--- config.mk ---
export PLATFORM = sky130hd
export DESIGN_NAME = dol_entry_parser
export DESIGN_NICKNAME = d
export VERILOG_FILES = /design/src/rtl/core/dep_pkg.sv /design/src/rtl/core/dep_step.sv /design/src/rtl/core/dol_entry_parser.sv
export SDC_FILE = /design/constraint.sdc
export NUM_CORES = 1
export LEC_CHECK = 0
export BUFFER_PORTS_ARGS = -buffer_cell sky130_fd_sc_hd__buf_2
export CAP_MARGIN = 20
export CORE_ASPECT_RATIO = 2
export CORE_MARGIN = 8
export CORE_UTILIZATION = 58
export DETAILED_ROUTE_END_ITERATION = 10
export PLACE_DENSITY = 0.82
export SETUP_SLACK_MARGIN = 0.4
export SYNTH_ARGS = -nofsm -noshare
export SYNTH_HDL_FRONTEND = slang
export SYNTH_HIERARCHICAL = 1
export SYNTH_SLANG_ARGS = --single-unit
--- constraint.sdc ---
create_clock -name clk -period 5.7 [get_ports clk]
set_input_delay 1.14 -clock clk [delete_from_list [all_inputs] [get_ports clk]]
set_output_delay 1.14 -clock clk [all_outputs]
set_load 0.01 [all_outputs]
--- src/rtl/core/dep_pkg.sv ---
// ---------------------------------------------------------------------------
// dep_pkg
// Shared types and constants for the data object list entry parser.
// ---------------------------------------------------------------------------
package dep_pkg;

    localparam int TAG_W = 32;
    localparam int LEN_W = 8;
    localparam int TOT_W = 16;
    localparam int CNT_W = 3;
    localparam int BYTE_W = 8;

    // Default limit on the number of bytes in one tag
    localparam int MAX_TAG_BYTES_DEF = 4;

    typedef enum logic [1:0] {
        PH_FIRST = 2'd0,
        PH_MORE  = 2'd1,
        PH_LEN   = 2'd2,
        PH_DROP  = 2'd3
    } phase_t;

    typedef enum logic [1:0] {
        ST_ENTRY = 2'd0,
        ST_DONE  = 2'd1,
        ST_TRUNC = 2'd2,
        ST_LONG  = 2'd3
    } status_t;

    // Running state of the list, apart from the phase
    typedef struct packed {
        logic [TAG_W-1:0] tag_accum;
        logic [CNT_W-1:0] tag_bytes_seen;
        logic [TOT_W-1:0] running_total;
    } parse_data_t;

    typedef struct packed {
        logic [TAG_W-1:0] tag_value;
        logic [LEN_W-1:0] entry_length;
        logic [TOT_W-1:0] total_length;
        status_t          status;
        logic             list_done;
    } result_t;

endpackage

--- src/rtl/core/dep_step.sv ---
// ---------------------------------------------------------------------------
// dep_step
// One parsing step: from the current state and one list byte, work out the
// next state and the result, if any, that the byte completes.
// ---------------------------------------------------------------------------
module dep_step #(
    parameter int MAX_TAG_BYTES = dep_pkg::MAX_TAG_BYTES_DEF
) (
    input  dep_pkg::phase_t      phase_cur,
    input  dep_pkg::parse_data_t data_cur,
    input  logic [7:0]           dol_byte,
    input  logic                 is_last,
    output dep_pkg::phase_t      phase_next,
    output dep_pkg::parse_data_t data_next,
    output logic                 has_result,
    output dep_pkg::result_t     result
);
    import dep_pkg::*;

    localparam logic [CNT_W:0] MAX_CNT = (CNT_W+1)'(MAX_TAG_BYTES);

    logic               more;
    logic               too_long;
    logic [TOT_W:0]     sum_wide;
    logic [TOT_W-1:0]   sum_sat;

    // Tag continuation: first byte uses its low five bits, later bytes bit 7
    assign more     = (phase_cur == PH_FIRST) ? (dol_byte[4:0] == 5'h1f) : dol_byte[7];
    assign too_long = more && (({1'b0, data_cur.tag_bytes_seen} + 1'b1) >= MAX_CNT);
    assign sum_wide = {1'b0, data_cur.running_total} + (TOT_W+1)'(dol_byte);
    assign sum_sat  = sum_wide[TOT_W] ? {TOT_W{1'b1}} : sum_wide[TOT_W-1:0];

    // Next phase
    always_comb
    begin
        phase_next = phase_cur;
        unique case (phase_cur)
            PH_FIRST, PH_MORE:
            begin
                if (too_long)
                begin
                    phase_next = is_last ? PH_FIRST : PH_DROP;
                end
                else if (is_last)
                begin
                    phase_next = PH_FIRST;
                end
                else
                begin
                    phase_next = more ? PH_MORE : PH_LEN;
                end
            end
            PH_LEN:
            begin
                phase_next = PH_FIRST;
            end
            PH_DROP:
            begin
                phase_next = is_last ? PH_FIRST : PH_DROP;
            end
            default:
            begin
                phase_next = PH_FIRST;
            end
        endcase
    end

    // Data path and result
    always_comb
    begin
        data_next           = data_cur;
        has_result          = 1'b0;
        result.tag_value    = '0;
        result.entry_length = '0;
        result.total_length = data_cur.running_total;
        result.status       = ST_ENTRY;
        result.list_done    = 1'b0;
        unique case (phase_cur)
            PH_FIRST, PH_MORE:
            begin
                if (too_long || is_last)
                begin
                    has_result       = 1'b1;
                    result.status    = too_long ? ST_LONG : ST_TRUNC;
                    result.list_done = 1'b1;
                    data_next        = '0;
                end
                else
                begin
                    data_next.tag_accum      = {data_cur.tag_accum[TAG_W-9:0], dol_byte};
                    data_next.tag_bytes_seen = data_cur.tag_bytes_seen + 1'b1;
                end
            end
            PH_LEN:
            begin
                has_result               = 1'b1;
                result.tag_value         = data_cur.tag_accum;
                result.entry_length      = dol_byte;
                result.total_length      = sum_sat;
                result.status            = is_last ? ST_DONE : ST_ENTRY;
                result.list_done         = is_last;
                data_next.tag_accum      = '0;
                data_next.tag_bytes_seen = '0;
                data_next.running_total  = is_last ? '0 : sum_sat;
            end
            PH_DROP:
            begin
                if (is_last)
                begin
                    data_next = '0;
                end
            end
            default:
            begin
                data_next = '0;
            end
        endcase
    end

endmodule

--- src/rtl/core/dol_entry_parser.sv ---
// ---------------------------------------------------------------------------
// dol_entry_parser
// Byte-serial parser for EMV data object lists: tag, length and running total.
// ---------------------------------------------------------------------------
// One list byte is taken per request, one per clock cycle while in_stall is
// low; each byte goes through a single step of combinational logic against
// the parser state and its result, if any, is registered in a two-entry output
// buffer: in the result register, or in the skid register behind it while
// the result register holds a result not yet taken. A result is given for
// each finished entry (tag packed big-endian, length byte, saturating running
// total), and once for a list that ends inside a tag (truncated) or a tag
// longer than MAX_TAG_BYTES bytes. After an over-long tag the rest of the list
// is dropped up to and including the byte flagged is_last. in_stall rises only
// when both output slots are full, i.e. once the downstream side has stalled
// for two results in a row.
// ---------------------------------------------------------------------------
module dol_entry_parser #(
    parameter int MAX_TAG_BYTES = dep_pkg::MAX_TAG_BYTES_DEF
) (
    input  logic        clk,
    input  logic        rst_n,
    input  logic        in_valid,
    output logic        in_stall,
    input  logic [7:0]  dol_byte,
    input  logic        is_last,
    output logic        out_valid,
    input  logic        out_stall,
    output logic [31:0] tag_value,
    output logic [7:0]  entry_length,
    output logic [15:0] total_length,
    output logic [1:0]  status,
    output logic        list_done
);
    import dep_pkg::*;

    phase_t      phase_reg;
    phase_t      phase_next;
    parse_data_t data_reg;
    parse_data_t data_next;
    logic        has_result;
    result_t     result;

    result_t     main_reg;
    logic        main_v_reg;
    result_t     skid_reg;
    logic        skid_v_reg;

    logic        in_take;
    logic        out_take;

    // Hold off new requests only when the skid slot is occupied
    assign in_stall = skid_v_reg;
    assign in_take  = in_valid && !skid_v_reg;
    assign out_take = main_v_reg && !out_stall;

    dep_step #(
        .MAX_TAG_BYTES(MAX_TAG_BYTES)
    ) u_step (
        .phase_cur (phase_reg),
        .data_cur  (data_reg),
        .dol_byte  (dol_byte),
        .is_last   (is_last),
        .phase_next(phase_next),
        .data_next (data_next),
        .has_result(has_result),
        .result    (result)
    );

    // Parser state: advance on every accepted byte
    always_ff @(posedge clk or negedge rst_n)
    begin
        if (!rst_n)
        begin
            phase_reg <= PH_FIRST;
            data_reg  <= '0;
        end
        else if (in_take)
        begin
            phase_reg <= phase_next;
            data_reg  <= data_next;
        end
    end

    // Output buffer: result register with a skid slot behind it
    always_ff @(posedge clk or negedge rst_n)
    begin
        if (!rst_n)
        begin
            main_v_reg <= 1'b0;
            skid_v_reg <= 1'b0;
        end
        else if (skid_v_reg)
        begin
            // No byte is taken here; drain the skid slot once the head goes
            if (out_take)
            begin
                skid_v_reg <= 1'b0;
            end
        end
        else if (in_take && has_result)
        begin
            if (!main_v_reg || out_take)
            begin
                main_v_reg <= 1'b1;
            end
            else
            begin
                skid_v_reg <= 1'b1;
            end
        end
        else if (out_take)
        begin
            main_v_reg <= 1'b0;
        end
    end

    // Payload of the two slots
    always_ff @(posedge clk)
    begin
        if (skid_v_reg)
        begin
            if (out_take)
            begin
                main_reg <= skid_reg;
            end
        end
        else if (in_take && has_result)
        begin
            if (!main_v_reg || out_take)
            begin
                main_reg <= result;
            end
            else
            begin
                skid_reg <= result;
            end
        end
    end

    assign out_valid    = main_v_reg;
    assign tag_value    = main_reg.tag_value;
    assign entry_length = main_reg.entry_length;
    assign total_length = main_reg.total_length;
    assign status       = main_reg.status;
    assign list_done    = main_reg.list_done;

    // The skid slot is only ever filled behind a full result register
    a_skid_behind_main: assert property (@(posedge clk) disable iff (!rst_n)
        skid_v_reg |-> main_v_reg)
        else $error("skid slot full while result register empty");

    // Error results carry no tag and no length
    a_error_zero: assert property (@(posedge clk) disable iff (!rst_n)
        (out_valid && (status == ST_TRUNC || status == ST_LONG))
        |-> (tag_value == '0 && entry_length == '0 && list_done))
        else $error("error result with tag or length set");

    // A list-closing result clears the state; phase goes to start or drop
    a_list_cleared: assert property (@(posedge clk) disable iff (!rst_n)
        (in_take && has_result && result.list_done)
        |=> (data_reg.running_total == '0 && data_reg.tag_bytes_seen == '0
             && (phase_reg == PH_FIRST || phase_reg == PH_DROP)))
        else $error("state not cleared after end of list");

    // Never more tag bytes gathered than the limit allows
    a_tag_count: assert property (@(posedge clk) disable iff (!rst_n)
        ({1'b0, data_reg.tag_bytes_seen} <= (CNT_W+1)'(MAX_TAG_BYTES)))
        else $error("tag byte count beyond limit");

endmodule
==> results.py <==
metrics = {
    "critical_path": {
        "worst-path-buf-inv": 2,
        "cp_data_required_time_ns": 5.78,
        "path_depth": 8,
        "reg2reg_to": "skid_reg[21]",
        "critical_path.max_fanout": 30,
        "cp_cell_sequence": "buf_2 > nand4b_1 > o21ai_0 > nand2b_1 > a21o_1 > nand2_1 > and4_2 > buf_4",
        "cp.arrival_ns": 3.50,
        "rr_worst_depth": 7,
        "crit_family": "simple AND/OR/NAND/NOR gates",
        "slowest_stage": "and4_2",
        "rr_startpoint": "phase_reg[0]",
        "end_kind": "flip-flop",
        "startpoint": "dol_byte[2]",
        "worstSetupStartpointType": "input port",
        "critPathCapture": "skid_reg[21]",
        "critical_path.max_stage_delay_ns": 0.86,
        "worst-setup-path-type": "in2reg",
        "regToRegSetupSlack_ns": 2.37,
    },
    "timing": {
        "fin_tns_setup_ns": 0,
        "rsz0062_at_grt": "false",
        "fin_skew_ns": 0.00823,
        "hold_violations": 0,
        "fin_crit_sh_pct": 59.9,
        "fmax_mhz": 293,
        "post-route-min-period_ns": 3.42,
        "max_slew.worst_pin.slew_ns": 1.02,
        "setup_violations": 0,
        "final-max-slew-violation-count": 0,
        "max-slew-margin-rel_pct": 31.8,
    },
    "synth": {
        "synth_top_area_share_pct": 42.1,
        "postSynthCellCount": 597,
        "synth_top_cell_by_area": "edfxtp_1",
        "syn_avg_cell_area_um2": 14.1,
        "synth_nets": 620,
        "synth_ff_type": "edfxtp_1",
        "synth_edf_count": 118,
        "syn-cell-area_mm2": 0.00842,
        "yosysUniqueCellTypes": 60,
        "synth_area_leaders": "edfxtp_1, dfrtp_1, mux2_2",
        "ys_ff_latch": 173,
        "ys_seq_area_share_pct": 58.4,
        "synth_warnings": 6,
        "async_reset_ff_share_pct": 31.8,
    },
    "placed_design": {
        "gp_congestion": 0.912,
        "port_buffers": 73,
        "place_area_mm2": 0.00888,
        "hpwlAfterDp_um": 12700,
        "placedCellCount": 832,
    },
    "clock_network": {
        "clock_path_buffers": 2,
        "cts_tree": "built",
        "cts_buffers": 17,
        "clock-sinks": 173,
        "ctsRootBufferMaster": "clkbuf_16",
        "clkLatencyLatePin_ns": 0.43,
        "cts_setup_buffers": 0,
        "clk_pin_slew_ns": 0.07,
        "post_cts_resized": 0,
        "cts-hold-fix-buffers": 0,
        "cts_max_level": 4,
    },
    "flow_run": {
        "max_cap_violations": 0,
    },
    "die": {
        "initial_core_util_pct": 59.0,
        "dieArea_mm2": 0.0189,
        "num_rows": 62,
        "die_y_um": 186,
        "ios": 74,
        "die_x_um": 101,
        "core_mm2": 0.0143,
    },
    "detailed_routing": {
        "route.detailed.drc": 0,
        "via_per_inst": 6.12,
        "vias": 5285,
        "routedWlPerCell_um": 22.4,
        "drt_iter0_drc": 356,
        "routed_wl_um": 19400,
        "firstDrtPassIters": 5,
        "antenna_left": 0,
    },
    "global_route": {
        "grt_pass1_vias": 5369,
        "use_met1_pct": 22.2,
        "top_usage_layer": "met2",
        "use_met2_pct": 37.8,
        "grt_use_total_pct": 21.0,
        "antenna_found_initial": 0,
        "met3_usage_pct": 3.80,
        "grt_pass1_wl_um": 29800,
        "grt_max_degree": 65,
        "overflow": 0,
    },
    "cells_and_area": {
        "syn2layout_area_growth_pct": 12.7,
        "drive_above_1_share_pct": 36.0,
        "finalNonFillerCells": 864,
        "seqCellArea_mm2": 0.00492,
        "postLayoutCoreUtil_pct": 66.5,
        "largest_reg_flops": 59,
        "n_fill_cell": 1078,
        "design_area_mm2": 0.00949,
        "layout.nets": 682,
        "antenna_cells": 0,
        "multiInputGateArea_mm2": 0.00327,
    },
    "power": {
        "p_clk_share_pct": 26.8,
        "pwr_density_cell_mw_per_mm2": 474,
        "p_total_mw": 4.50,
        "combPwrFrac_pct": 30.4,
        "peakVddDrop_mv": 0.290,
        "power_frac_seq_pct": 42.8,
        "swShare_pct": 32.5,
        "p_switching_mw": 1.46,
        "internal_power_mw": 3.04,
        "leakage_nw": 3.88,
    },
    "min_path": {
        "hold_path.class": "reg2reg",
    },
    "status": {
        "status": "finished, final reports clean",
    },
}
[worst register-to-register path, cell delays in order, from the launching register on]
cell	delay [ns]
dfrtp_1	0.76
nand2_1	0.25
o21ai_0	0.16
nand2b_1	0.08
a21o_1	0.22
nand2_1	0.11
and4_2	0.86
buf_4	0.53
[cells in the final DEF, fill, tap and decap left out, drive strengths merged, types with 6 or more instances in the layout]
cell and n:
nand2 20, nand3 6, a31oi 7, nor2 21
buf 80, a22o 33, o21ai 31, edfxtp 118
and2 42, inv 13, clkbuf 17, dfrtp 55
a21oi 27, ha 9, mux2 115
[power by group through the flow]
stage          registers [mW]  clock network (mW)  logic, mW
6_report                 1.93                1.20       1.37
5_1_grt                  1.95                1.26       1.48
4_1_cts                  1.93                1.22       1.38
3_5_place_dp             1.95                   0       1.37
3_3_place_gp             1.93                   0       1.32
2_1_floorplan            1.96                   0      0.924
[cells in the mapped netlist, types with 2 or more instances]
master	n
or2_1	2
dfrtp_1	55
edfxtp_1	118
a31oi_1	7
a21oi_1	27
or3_1	2
a22o_1	33
o2bb2ai_1	2
o31ai_1	2
nand3_1	6
a211oi_1	4
a21o_1	4
mux2_4	49
a22oi_1	2
nand2b_1	4
nor2b_1	4
buf_6	8
inv_1	7
o41ai_2	2
and2_1	42
nand2_1	20
and4_1	3
mux2_2	66
ha_1	9
buf_2	14
mux2i_1	2
clkbuf_1	14
xor2_1	2
o21ai_0	30
o221ai_1	2
nor2_1	20
xnor2_1	4
nand4_1	2
o211a_1	3
[area by class of cell]
class / count / area share (%)
Sequential cell: 173 / 51.9
Clock inverter: 15 / 1.94
Inverter: 7 / 0.277
Clock buffer: 17 / 4.48
Timing Repair Buffer: 80 / 4.40
Tap cell: 192 / 2.53
Multi-Input combinational cell: 380 / 34.5
[per-stage QoR]
stage,setup slack [ns],hold WS (ns)
after floorplan,0.765,0.476
after global placement,1.91,0.515
after detailed placement,1.89,0.519
after CTS,2.32,0.540
after global routing,2.20,0.563
final,2.28,0.544
[per-layer routing]
layer	wire length, um	up-vias
li1	-	2387
met1	7050	2657
met2	10800	189
met3	799	52
met4	741	0
met5	0	-
[kinds of logic after synthesis]
kind of cell,Yosys count,share of synthesized area (%)
DFF,173,58.4
AOI/OAI and AO/OA,129,10.7
and+or+nand+nor,118,7.89
muxes,117,17.8
buffers and inverters,44,2.93
adders and majority gates,10,1.58
xor gates and xnor gates,6,0.624
[worst min-delay path by stage]
stage / slack (ns) / startpoint / depth (start not counted) / to
3_5_place_dp: 0.52 / data_reg[48] / 1 / data_reg[48]
4_1_cts: 0.54 / data_reg[44] / 1 / data_reg[44]
2_1_floorplan: 0.48 / data_reg[9] / 1 / data_reg[9]
6_report: 0.54 / data_reg[44] / 1 / data_reg[44]
3_3_place_gp: 0.52 / data_reg[48] / 1 / data_reg[48]
5_1_grt: 0.56 / data_reg[46] / 1 / data_reg[46]
Note: power is estimated with default switching activity, not from simulation.
